### src/rtl/tpes_pkg.sv
// Shared constants and types for the timed priority event scheduler.
// No dependencies; the interfaces, the top level and the bench refer to it by scoped names.
package tpes_pkg;

  localparam int NUM_SLOTS  = 8;
  localparam int SLOT_BITS  = $clog2(NUM_SLOTS);
  localparam int TIME_BITS  = 48;
  localparam int DELAY_BITS = 32;
  localparam int INFO_BITS  = 16;
  localparam int TAG_BITS   = 8;
  localparam int LEVEL_BITS = 3;
  localparam int MASK_BITS  = 8;
  localparam int TABLE_BITS = MASK_BITS * (1 << LEVEL_BITS);

  localparam logic [TIME_BITS-1:0]  TIME_MAX    = '1;
  localparam logic [TABLE_BITS-1:0] TABLE_RESET = TABLE_BITS'(64'h1_FFFF_FFFF);

  localparam logic CMD_REGISTER = 1'b0;
  localparam logic CMD_FIRE     = 1'b1;

  // One slot entry as held in the slot memory.
  typedef struct packed {
    logic [TIME_BITS-1:0] due;
    logic [INFO_BITS-1:0] info;
    logic [TAG_BITS-1:0]  tag;
  } slot_rec_t;

endpackage

### src/rtl/tpes_in_if.sv
// Input channel of the event scheduler: valid/ready plus one command word.
// Depends on tpes_pkg for the field widths.
interface tpes_in_if;
  logic                             valid;
  logic                             ready;
  logic                             command;
  logic [tpes_pkg::LEVEL_BITS-1:0]  level;
  logic [tpes_pkg::DELAY_BITS-1:0]  delay;
  logic [tpes_pkg::INFO_BITS-1:0]   event_info;
  logic [tpes_pkg::TAG_BITS-1:0]    handler_tag;
  logic [tpes_pkg::TIME_BITS-1:0]   now;

  modport source (output valid, command, level, delay, event_info, handler_tag, now,
                  input ready);
  modport sink   (input valid, command, level, delay, event_info, handler_tag, now,
                  output ready);
endinterface

### src/rtl/tpes_out_if.sv
// Output channel of the event scheduler: valid/ready plus one result word.
// Depends on tpes_pkg for the field widths.
interface tpes_out_if;
  logic                             valid;
  logic                             ready;
  logic                             fired;
  logic [tpes_pkg::LEVEL_BITS-1:0]  fired_slot;
  logic [tpes_pkg::INFO_BITS-1:0]   fired_info;
  logic [tpes_pkg::TAG_BITS-1:0]    fired_handler;
  logic [tpes_pkg::NUM_SLOTS-1:0]   pending_bits;
  logic [tpes_pkg::TIME_BITS-1:0]   next_due;

  modport source (output valid, fired, fired_slot, fired_info, fired_handler, pending_bits,
                  next_due, input ready);
  modport sink   (input valid, fired, fired_slot, fired_info, fired_handler, pending_bits,
                  next_due, output ready);
endinterface

### src/rtl/tpes_ram.sv
// Generic single-port-write, single-port-read RAM with registered read data.
// No dependencies.
module tpes_ram #(
  parameter int WIDTH = 8,
  parameter int DEPTH = 8
) (
  input  logic                     clk,
  input  logic                     we,
  input  logic [$clog2(DEPTH)-1:0] waddr,
  input  logic [WIDTH-1:0]         wdata,
  input  logic                     re,
  input  logic [$clog2(DEPTH)-1:0] raddr,
  output logic [WIDTH-1:0]         rdata
);

  logic [WIDTH-1:0] mem [DEPTH];

  always_ff @(posedge clk) begin
    if (we) begin
      mem[waddr] <= wdata;
    end
    if (re) begin
      rdata <= mem[raddr];
    end
  end

endmodule

### src/rtl/timed_priority_event_scheduler.sv
// Timed priority event scheduler: top level.
// Flow: a register command passes ST_REG, then ST_RESULT; a fire passes ST_FCHK, then
// ST_SCAN (reading the slot RAM one slot a cycle) unless the scan is skipped, then ST_RESULT.
// One word at a time: a new word is taken only back in ST_IDLE, and ST_RESULT waits while
// the previous result still waits in the output register.
// Reset (rst, synchronous): nothing pending, earliest due 0, mask table 0x1FFFFFFFF.
module timed_priority_event_scheduler (
  input  logic                               clk,
  input  logic                               rst,
  input  logic                               cfg_we,
  input  logic [tpes_pkg::TABLE_BITS-1:0]    cfg_wdata,
  tpes_in_if.sink                            item,
  tpes_out_if.source                         result
);

  localparam logic [2:0] ST_IDLE   = 3'd0;
  localparam logic [2:0] ST_REG    = 3'd1;
  localparam logic [2:0] ST_FCHK   = 3'd2;
  localparam logic [2:0] ST_SCAN   = 3'd3;
  localparam logic [2:0] ST_RESULT = 3'd4;

  localparam int CNT_BITS = tpes_pkg::SLOT_BITS + 1;

  logic [2:0] state;

  // Configuration
  logic [tpes_pkg::TABLE_BITS-1:0] mask_table;

  // Latched command word
  logic                              cmd;
  logic [tpes_pkg::LEVEL_BITS-1:0]   lvl;
  logic [tpes_pkg::DELAY_BITS-1:0]   dly;
  logic [tpes_pkg::INFO_BITS-1:0]    info;
  logic [tpes_pkg::TAG_BITS-1:0]     tag;
  logic [tpes_pkg::TIME_BITS-1:0]    now;

  // Scheduler state held in flops; per-slot payload lives in the RAM.
  // Slot memory contents are not cleared; a slot's read data is only used while it is pending.
  logic [tpes_pkg::NUM_SLOTS-1:0]    pend;
  logic [tpes_pkg::TIME_BITS-1:0]    earliest;

  // Working result of the current command
  logic                              fired;
  logic [tpes_pkg::LEVEL_BITS-1:0]   fslot;
  logic [tpes_pkg::INFO_BITS-1:0]    finfo;
  logic [tpes_pkg::TAG_BITS-1:0]     ftag;
  logic [tpes_pkg::NUM_SLOTS-1:0]    scan_mask;

  // Scan pipeline: issue index and the index whose read data is arriving
  logic [CNT_BITS-1:0]               issue_idx;
  logic                              chk_vld;
  logic [tpes_pkg::SLOT_BITS-1:0]    chk_idx;

  // RAM ports
  logic                              ram_we;
  logic                              ram_re;
  logic [tpes_pkg::SLOT_BITS-1:0]    ram_waddr;
  logic [tpes_pkg::SLOT_BITS-1:0]    ram_raddr;
  tpes_pkg::slot_rec_t               ram_wdata;
  tpes_pkg::slot_rec_t               ram_rdata;

  // Output register
  logic                              out_valid;

  logic [tpes_pkg::TIME_BITS:0]      due_sum;
  logic [tpes_pkg::TIME_BITS-1:0]    due;
  logic                              slot_ok;
  logic [tpes_pkg::MASK_BITS-1:0]    lvl_mask;
  logic [tpes_pkg::NUM_SLOTS-1:0]    lvl_mask_slots;
  logic                              out_free;

  assign item.ready = (state == ST_IDLE);
  assign out_free   = !out_valid || result.ready;

  // Due time: now + delay, saturating at the top of the time range
  assign due_sum = {1'b0, now} + (tpes_pkg::TIME_BITS + 1)'(dly);
  assign due     = due_sum[tpes_pkg::TIME_BITS] ? tpes_pkg::TIME_MAX
                                                : due_sum[tpes_pkg::TIME_BITS-1:0];

  // Slot number in range and slot free
  assign slot_ok = ((CNT_BITS + tpes_pkg::LEVEL_BITS)'(lvl)
                    < (CNT_BITS + tpes_pkg::LEVEL_BITS)'(tpes_pkg::NUM_SLOTS))
                   && !pend[lvl[tpes_pkg::SLOT_BITS-1:0]];

  // Enable mask for the CPU level; slots past the byte are never enabled
  assign lvl_mask       = mask_table[{lvl, 3'b000} +: tpes_pkg::MASK_BITS];
  assign lvl_mask_slots = tpes_pkg::NUM_SLOTS'(lvl_mask);

  // Register writes its slot straight in; fire scans by reading one slot a cycle
  assign ram_we    = (state == ST_REG) && slot_ok;
  assign ram_waddr = lvl[tpes_pkg::SLOT_BITS-1:0];
  assign ram_wdata = '{due: due, info: info, tag: tag};
  assign ram_re    = (state == ST_SCAN) && (issue_idx < CNT_BITS'(tpes_pkg::NUM_SLOTS));
  assign ram_raddr = issue_idx[tpes_pkg::SLOT_BITS-1:0];

  tpes_ram #(
    .WIDTH ($bits(tpes_pkg::slot_rec_t)),
    .DEPTH (tpes_pkg::NUM_SLOTS)
  ) u_slot_ram (
    .clk   (clk),
    .we    (ram_we),
    .waddr (ram_waddr),
    .wdata (ram_wdata),
    .re    (ram_re),
    .raddr (ram_raddr),
    .rdata (ram_rdata)
  );

  // Configuration register
  always_ff @(posedge clk) begin
    if (rst) begin
      mask_table <= tpes_pkg::TABLE_RESET;
    end else if (cfg_we) begin
      mask_table <= cfg_wdata;
    end
  end

  // Latch the accepted word
  always_ff @(posedge clk) begin
    if (item.valid && item.ready) begin
      cmd  <= item.command;
      lvl  <= item.level;
      dly  <= item.delay;
      info <= item.event_info;
      tag  <= item.handler_tag;
      now  <= item.now;
    end
  end

  // Main sequencer. Writes happen only in ST_REG and reads only in ST_SCAN of a later
  // command, so the RAM never sees a read and write to the same slot in flight.
  always_ff @(posedge clk) begin
    if (rst) begin
      state     <= ST_IDLE;
      pend      <= '0;
      earliest  <= '0;
      out_valid <= 1'b0;
      chk_vld   <= 1'b0;
      issue_idx <= '0;
    end else begin
      // Load a new result when the register frees up, else drop the taken one
      if (state == ST_RESULT && out_free) begin
        out_valid <= 1'b1;
      end else if (result.valid && result.ready) begin
        out_valid <= 1'b0;
      end
      unique case (state)
        ST_IDLE: begin
          fired <= 1'b0;
          fslot <= '0;
          finfo <= '0;
          ftag  <= '0;
          if (item.valid) begin
            state <= (item.command == tpes_pkg::CMD_FIRE) ? ST_FCHK : ST_REG;
          end
        end
        ST_REG: begin
          // Arm a free slot; track the earliest due time
          if (slot_ok) begin
            pend[lvl[tpes_pkg::SLOT_BITS-1:0]] <= 1'b1;
            if (pend == '0 || due < earliest) begin
              earliest <= due;
            end
          end
          state <= ST_RESULT;
        end
        ST_FCHK: begin
          // Skip the scan when nothing enabled is pending or nothing can be due yet
          if (((lvl_mask_slots & pend) != '0) && (now >= earliest)) begin
            earliest  <= tpes_pkg::TIME_MAX;
            scan_mask <= lvl_mask_slots;
            issue_idx <= '0;
            chk_vld   <= 1'b0;
            state     <= ST_SCAN;
          end else begin
            state <= ST_RESULT;
          end
        end
        ST_SCAN: begin
          if (ram_re) begin
            issue_idx <= issue_idx + CNT_BITS'(1);
          end
          chk_vld <= ram_re;
          chk_idx <= ram_raddr;
          if (chk_vld) begin
            if (pend[chk_idx]) begin
              if (scan_mask[chk_idx] && now >= ram_rdata.due) begin
                // Release this slot; no further slot may fire on this command
                fired         <= 1'b1;
                fslot         <= tpes_pkg::LEVEL_BITS'(chk_idx);
                finfo         <= ram_rdata.info;
                ftag          <= ram_rdata.tag;
                pend[chk_idx] <= 1'b0;
                scan_mask     <= '0;
              end else if (ram_rdata.due < earliest) begin
                earliest <= ram_rdata.due;
              end
            end
            if (chk_idx == tpes_pkg::SLOT_BITS'(tpes_pkg::NUM_SLOTS - 1)) begin
              state <= ST_RESULT;
            end
          end
        end
        ST_RESULT: begin
          // Hold until the output register is free
          if (out_free) begin
            state <= ST_IDLE;
          end
        end
        default: begin
          state <= ST_IDLE;
        end
      endcase
    end
  end

  // Output payload register
  always_ff @(posedge clk) begin
    if (state == ST_RESULT && out_free) begin
      result.fired         <= fired;
      result.fired_slot    <= fslot;
      result.fired_info    <= finfo;
      result.fired_handler <= ftag;
      result.pending_bits  <= pend;
      result.next_due      <= (pend == '0) ? tpes_pkg::TIME_MAX : earliest;
    end
  end

  assign result.valid = out_valid;

endmodule

### src/flat_wrapper.sv
// flat-port wrapper written by rule: the top's interface ports become plain ports
module timed_priority_event_scheduler_flat 
  (clk, rst, cfg_we, cfg_wdata, item_valid, item_command, item_level, item_delay, item_event_info, item_handler_tag, item_now, item_ready, result_valid, result_fired, result_fired_slot, result_fired_info, result_fired_handler, result_pending_bits, result_next_due, result_ready);
  tpes_in_if item_i ();
  tpes_out_if result_i ();
  input  logic clk;
  input  logic rst;
  input  logic cfg_we;
  input  logic [tpes_pkg::TABLE_BITS-1:0] cfg_wdata;
  input wire logic [$bits(item_i.valid)-1:0] item_valid;
  input wire logic [$bits(item_i.command)-1:0] item_command;
  input wire logic [$bits(item_i.level)-1:0] item_level;
  input wire logic [$bits(item_i.delay)-1:0] item_delay;
  input wire logic [$bits(item_i.event_info)-1:0] item_event_info;
  input wire logic [$bits(item_i.handler_tag)-1:0] item_handler_tag;
  input wire logic [$bits(item_i.now)-1:0] item_now;
  output wire logic [$bits(item_i.ready)-1:0] item_ready;
  output wire logic [$bits(result_i.valid)-1:0] result_valid;
  output wire logic [$bits(result_i.fired)-1:0] result_fired;
  output wire logic [$bits(result_i.fired_slot)-1:0] result_fired_slot;
  output wire logic [$bits(result_i.fired_info)-1:0] result_fired_info;
  output wire logic [$bits(result_i.fired_handler)-1:0] result_fired_handler;
  output wire logic [$bits(result_i.pending_bits)-1:0] result_pending_bits;
  output wire logic [$bits(result_i.next_due)-1:0] result_next_due;
  input wire logic [$bits(result_i.ready)-1:0] result_ready;
  assign item_i.valid = item_valid;
  assign item_i.command = item_command;
  assign item_i.level = item_level;
  assign item_i.delay = item_delay;
  assign item_i.event_info = item_event_info;
  assign item_i.handler_tag = item_handler_tag;
  assign item_i.now = item_now;
  assign item_ready = item_i.ready;
  assign result_valid = result_i.valid;
  assign result_fired = result_i.fired;
  assign result_fired_slot = result_i.fired_slot;
  assign result_fired_info = result_i.fired_info;
  assign result_fired_handler = result_i.fired_handler;
  assign result_pending_bits = result_i.pending_bits;
  assign result_next_due = result_i.next_due;
  assign result_i.ready = result_ready;
  timed_priority_event_scheduler u_core (.clk(clk), .rst(rst), .cfg_we(cfg_we), .cfg_wdata(cfg_wdata), .item(item_i), .result(result_i));
endmodule
### config.mk
export PLATFORM = sky130hd
export DESIGN_NAME = timed_priority_event_scheduler_flat
export DESIGN_NICKNAME = d
export VERILOG_FILES = /design/src/rtl/tpes_pkg.sv /design/src/rtl/tpes_in_if.sv /design/src/rtl/tpes_out_if.sv /design/src/rtl/tpes_ram.sv /design/src/rtl/timed_priority_event_scheduler.sv /design/src/flat_wrapper.sv
export SDC_FILE = /design/constraint.sdc
export NUM_CORES = 1
export LEC_CHECK = 0
export ABC_CLOCK_PERIOD_IN_PS = 8250
export BUFFER_PORTS_ARGS = -buffer_cell sky130_fd_sc_hd__buf_2
export CELL_PAD_IN_SITES_DETAIL_PLACEMENT = 0
export CELL_PAD_IN_SITES_GLOBAL_PLACEMENT = 1
export CORE_MARGIN = 4
export CORE_UTILIZATION = 52
export DETAILED_ROUTE_END_ITERATION = 7
export PLACE_DENSITY_LB_ADDON = 0.1
export SYNTH_ARGS = -nofsm -noshare
export SYNTH_HDL_FRONTEND = slang
export SYNTH_HIERARCHICAL = 1
export SYNTH_SLANG_ARGS = --single-unit
### constraint.sdc
create_clock -name clk -period 8.25 [get_ports clk]
set_input_delay 1.65 -clock clk [delete_from_list [all_inputs] [get_ports clk]]
set_output_delay 1.65 -clock clk [all_outputs]
set_load 0.02 [all_outputs]
After elaboration in Yosys (flattened, before gate mapping) --
Memory sizes are Yosys's and may differ from the RTL's. A register that Yosys moved wholly into a read port is not among the register bits. Index checks and enable logic that the tools add are counted.
Operators by class: add/sub/neg operators 2, multiply operators 0, div/mod/pow operators 0, magnitude comparators 9, equal/unequal tests 17, shifts and indexed selects 1, muxes and demuxes 61, bitwise logic cells 5, reductions and logical operators 29
Operators with widths (number):
- 48-bit 2-to-1 mux | 8
- 48-bit case mux with 3 select lines | 1
- 48-bit >= comparator | 2
- 48-bit less-than comparator | 2
- 8-bit 2-to-1 mux | 11
- 64-bit by 7-bit indexed part select with 8-bit output | 1
- 48-bit by 32-bit adder with 49-bit output | 1
- 16-bit 2-to-1 mux | 3
- 8-bit case mux with 2 select lines | 3
- 16-bit case mux with 2 select lines | 1
- 3-bit 2-to-1 mux | 8
- 8-bit bitwise AND | 2
- 2-bit inequality test, second input constant | 8
- 3-bit case mux with 5 select lines | 1
- 1-bit 2-to-1 mux | 13
- 5-bit AND reduction | 2
- 1-bit binary-select mux with 3-bit select | 3
- 1-bit logical AND | 9
- 8-bit logical NOT | 1
- 3-bit by 4-bit less-than comparator with 1-bit output, second input constant | 2
- 4-bit 2-to-1 mux | 2
- 2-bit by 1-bit inequality test with 1-bit output, second input constant | 4
- 8-bit NOT | 1
- 8-bit bitwise OR | 1
- other kinds (23) | 34
Word-level totals: register bits after elaboration 359, latch bits 0, bits in writable memories 576, memory bits (read-only) 0, input port bits 177, output and inout bits 86, word-level logic and storage cells 149, memories 1
Memories:
- u_core.u_slot_ram.mem | depth 8, bits a word 72, rd ports 1, clocked after Yosys merged registers in 1, wr ports 1, line tpes_ram.sv:16 | logic [WIDTH-1:0] mem [DEPTH];

Depth between registers and ports, before layout --
depth in word-level cells 10, depth in mapped cells 25, gate-level depth less buffers 21

By module --
Netlist, hierarchy kept.
By module, submodules not included:
- tpes_ram | instances 1, cells an instance 917, area each 24089.4 sq um, seq. area each 19458.7 sq um
- timed_priority_event_scheduler | instances 1, cells an instance 1919, area each 20125.6 sq um, seq. area each 9489.1 sq um

Worst setup path after synthesis --
No wires, ideal clock.
path kind register -> register, start register u_core/lvl[2] in the netlist's numbering, end memory u_core/u_slot_ram/mem[4][0] in the netlist's numbering, enable pin, library setup time 590 ps, arrival 6658 ps, data required time 7660 ps, setup slack 1002 ps, cell stages (with the launch flop) 9, buffers on the path 2, clock period less this slack 7248 ps, cell sequence edfxtp_1 -> buf_6 -> buf_8 -> mux2_4 -> a221oi_2 -> nor2_1 -> nor3_1 -> nand2_1 -> nor3_1
On the way: word-level cells in the longest chain between the ends 6
RTL lines:
- start, declared | line timed_priority_event_scheduler.sv:31 | logic [tpes_pkg::LEVEL_BITS-1:0] lvl;
- start signal, assigned | line timed_priority_event_scheduler.sv:122 | lvl <= item.level;
- 1-bit binary-select mux with 3-bit select | line timed_priority_event_scheduler.sv:83 | && !pend[lvl[tpes_pkg::SLOT_BITS-1:0]];
- 1-bit 2-to-1 mux (not written as such) | line timed_priority_event_scheduler.sv:83
- 1-bit logical NOT | line timed_priority_event_scheduler.sv:83
- 1-bit logical AND | line timed_priority_event_scheduler.sv:90 | assign ram_we = (state == ST_REG) && slot_ok;
- named net u_core.ram_we | line timed_priority_event_scheduler.sv:55 | logic ram_we;
- 1-bit 2-to-1 mux | line tpes_ram.sv:19 | if (we) begin
- 1-bit 2-to-1 mux (not written as such) | line tpes_ram.sv:20 | mem[waddr] <= wdata;
- end, declared | line tpes_ram.sv:16
The timed path passes the listed nets, and every way through them passes these cells. The select of a mux whose other input is x is not followed.

Final worst setup path --
start register u_core/now[0] in the netlist's numbering, end register u_core/earliest[26] in the netlist's numbering
On the way: word-level cells in the longest chain between the ends 6, elaborated cells on any way between the ends 15, those cells by class 1 x add/sub; 3 x order compare; 3 x eq/ne; 4 x mux; 4 x reduce/logical
RTL lines:
- start, declared | line timed_priority_event_scheduler.sv:35 | logic [tpes_pkg::TIME_BITS-1:0] now;
- start signal, assigned | line timed_priority_event_scheduler.sv:126 | now <= item.now;
- 48-bit by 32-bit adder with 49-bit output | line timed_priority_event_scheduler.sv:76 | assign due_sum = {1'b0, now} + (tpes_pkg::TIME_BITS + 1)'(dly);
- 48-bit 2-to-1 mux | line timed_priority_event_scheduler.sv:77 | assign due = due_sum[tpes_pkg::TIME_BITS] ? tpes_pkg::TIME_MAX
- named net u_core.due (one bit) | line timed_priority_event_scheduler.sv:66 | logic [tpes_pkg::TIME_BITS-1:0] due;
- 48-bit less-than comparator | line timed_priority_event_scheduler.sv:161 | if (pend == '0 || due < earliest) begin
- 1-bit logical OR | line timed_priority_event_scheduler.sv:161
- 2-bit inequality test (no source line)
- 8-bit AND reduction (no source line)
- end signal, assigned | line timed_priority_event_scheduler.sv:162 | earliest <= due;
- end signal, assigned | line timed_priority_event_scheduler.sv:170 | earliest <= tpes_pkg::TIME_MAX;
- end signal, assigned | line timed_priority_event_scheduler.sv:196 | earliest <= ram_rdata.due;
- end, declared | line timed_priority_event_scheduler.sv:40 | logic [tpes_pkg::TIME_BITS-1:0] earliest;
The timed path passes the listed nets, and every way through them passes these cells. The select of a mux whose other input is x is not followed. A chain may end at the register's enable or synchronous reset.

==> run metrics <==
status finished clean; layout cells sized above 1 a little under a quarter; Mean Syn Cell Area 15.6 sq um; CP endpoint kind register; total congestion overflow 0; Post-CTS Hold Buffers 0; fin nets 3528; Tcrit/Tclk final roughly nine tenths; Hold Worst Slack just over 400 ps; highest-delay cell along the critical path a2111oi_0; I/O pin total around 260; Max Fanout on Critical Path between 40 and 50; cts repair resizes 0; Fillers between 6000 and 7000; WP data required about 9000 ps; clk buf depth 3; Worst Setup Path Type register to register; Seq/Total Area, Yosys between 60% and 70%; Final ANT Viol Nets 0; final worst slack approximately 980 ps; DRC errors left 0; register bit total from synthesis 1007; CTS tree yes; minimum clock period after layout between 7000 and 8000 ps; CTS root buf clkbuf_16; Setup TNS 0 ps; PortBufs approximately 260; Reg clk slew, reported paths 60 ps; Reg area between 20000 and 30000 sq um; WL final between 100000 and 150000 microns; max incr delay on CP about 1100 ps; vias between 20000 and 30000; Die Area between 80000 and 90000 sq um; clock skew 66.1 ps; Worst IR Drop VDD 0.189 mV; first-pass GRT wire length roughly 170000 microns; DRT Pass-1 Iters 5; Yosys cell types a little under 80; Hold Path Class register to register; Avg WL per Cell 26.1 microns; CP arrival 7760 ps; largest net degree at the start of global routing between 60 and 70; Num Clock Sinks between 1000 and 1500; Synth top area share about three fifths; area occupied by multi-input gates 14200 sq um; vias per inst around 6.0; Synth Flop Type edfxtp_1; warnings from Yosys 6; Worst-Skew Late Latency 700 ps; Post-DP HPWL approximately 74000 microns; Worst slew margin 16.9%; leak pwr about 18 nW; pre-CTS WS around 1000 ps; chip height between 200 and 300 microns; H-Tree Depth 3; Syn Nets 3237; CP cell instances ha_1 -> fa_1 -> a211o_1 -> a21oi_2 -> nor3_1 -> o31ai_2 -> a21oi_1 -> buf_4 -> nand2_1 -> buf_12 -> nand2_1 -> ha_1 -> nand3_1 -> a2111oi_0 -> nor4bb_1 -> o21a_1 -> nor4b_2 -> o211ai_1 -> or3_2 -> buf_4 -> mux2i_1 -> nor2_1; final hold vios 0; DRT iter0 DRCs about 2300; nature of the critical path startpoint register; Initial Util between 50% and 60%; commonest non-fill, non-tap cell in the layout edfxtp_1; initial antenna violation count 7; Floorplan Core Area 84000 sq um; Post-Syn Area between 40000 and 50000 sq um; Rows around 110; area grow syn2layout 13.5%; GRT Total Usage 25.1%; clock buffer count from CTS between 100 and 150; post-synth top area cell edfxtp_1; fmax between 0.1 and 0.15 GHz; RSZ-0062 raised after global routing no; max-slew violations 0; endpoints failing setup 0; Least-Margin Pin Slew around 1200 ps; Die W ~300 microns; Synth Instances around 2800; max cap viols 0; number of setup buffers added after CTS 0; Post-synth EDFFs roughly 900; ranking of synthesized cells by area edfxtp_1, mux4_2, ha_1, dfxtp_1, mux2i_1; Power Density ~250 nW/um^2; most frequent cells in the layout edfxtp_1, buf_2, nand2_1; async set-or-reset flop fraction in the synthesized netlist 0%; vias in the first global route 26300; Final GP Congestion roughly 0.89
==> flip-flops by register name, summed over array words and instances (netlist names), 16 cells and up <==
signal / flops
u_core/earliest: 48
u_core/finfo: 16
u_core/now: 48
u_core/result.fired_info: 16
u_core/u_slot_ram/mem: 576
u_core/dly: 32
u_core/result.next_due: 48
u_core/info: 16
u_core/mask_table: 64
u_core/u_slot_ram/rdata: 72
==> through the flow <==
stage	power (W)	instances	utilization, %	instance area (sq um)
3_3_place_gp	0.00779	4156	55.7	46700
6_report	0.0124	4353	59.8	50200
3_5_place_dp	0.00785	4156	55.7	46700
2_1_floorplan	0.00722	2836	-	44200
5_1_grt	0.0130	4350	59.8	50200
4_1_cts	0.0125	4350	59.8	50200
==> cells by family (layout without fill, tap and decap cells) <==
logic type / Yosys count / in the layout / share of synthesized area (%)
DFF: 1007 / 1007 / 65.5
and+or+nand+nor: 601 / 601 / 6.34
AOI/OAI and AO/OA: 394 / 394 / 6.06
muxes: 329 / 329 / 12.4
buffers and inverters: 241 / 621 / 2.54
adders and majority gates: 224 / 224 / 6.36
xor gates and xnor gates: 40 / 40 / 0.792
other: 0 / 3 / 0
==> report_power, final <==
group	internal, W	total [W]	switching, W
registers	0.00593	0.00606	0.000124
clock network	0.00269	0.00468	0.00198
logic	0.000565	0.00171	0.00114
==> critical path: cells and delay by family (launching register included) <==
| family | cells | cell delay (ps) |
|---|---|---|
| AOI/OAI and AO/OA | 7 | 2580 |
| adders and majority gates | 3 | 1070 |
| buffers and inverters | 3 | 1070 |
| DFF | 1 | 390 |
| muxes | 1 | 290 |
| and+or+nand+nor | 8 | 1600 |
==> cell usage after synthesis, drive strengths merged, types with 4 or more instances <==
| cell | count |
|---|---|
| a2111oi | 7 |
| a211o | 5 |
| a211oi | 10 |
| a21o | 31 |
| a21oi | 114 |
| a221o | 15 |
| a221oi | 12 |
| a22oi | 29 |
| a311o | 13 |
| a31o | 4 |
| a31oi | 17 |
| a32o | 6 |
| and2 | 34 |
| and3 | 14 |
| and4 | 12 |
| buf | 60 |
| clkbuf | 61 |
| dfxtp | 129 |
| edfxtp | 878 |
| ha | 223 |
| inv | 119 |
| mux2 | 82 |
| mux2i | 97 |
| mux4 | 150 |
| nand2 | 227 |
| nand2b | 17 |
| nand3 | 44 |
| nand4 | 33 |
| nor2 | 134 |
| nor2b | 15 |
| nor3 | 45 |
| nor4 | 7 |
| o211ai | 7 |
| o21a | 5 |
| o21ai | 72 |
| o311ai | 4 |
| o31ai | 9 |
| or3 | 8 |
| xnor2 | 20 |
| xor2 | 20 |
==> final timing paths <==
check                        from                     endpoint  slack (ps)  cells after the start
hold reg to reg   u_core/fslot[0]  u_core/result.fired_slot[0]         410                      0
setup / recovery    u_core/now[0]          u_core/earliest[26]         980                     22
setup reg to reg    u_core/now[0]          u_core/earliest[26]         980                     22
hold / removal    u_core/fslot[0]  u_core/result.fired_slot[0]         410                      0
==> final cells by class <==
cell class	instances	share of cell area, %
Tap cell	1134	2.83
Multi-Input combinational cell	1588	28.4
Sequential cell	1007	57.7
Antenna cell	3	0.0150
Clock inverter	62	1.51
Timing Repair Buffer	307	3.32
Clock buffer	132	5.39
Inverter	120	0.900
==> layer usage <==
layer / wire, microns / share of wire [%] / vias up / GRT usage, %
met5: 34 / 0.030 / - / 0
met4: 3380 / 3.0 / 6 / 7.33
met3: 7370 / 6.5 / 206 / 4.14
met2: 53700 / 47 / 924 / 40.3
met1: 49300 / 43 / 13200 / 35.9
li1: - / - / 11600 / -
Note: power is estimated with default switching activity, not from simulation.
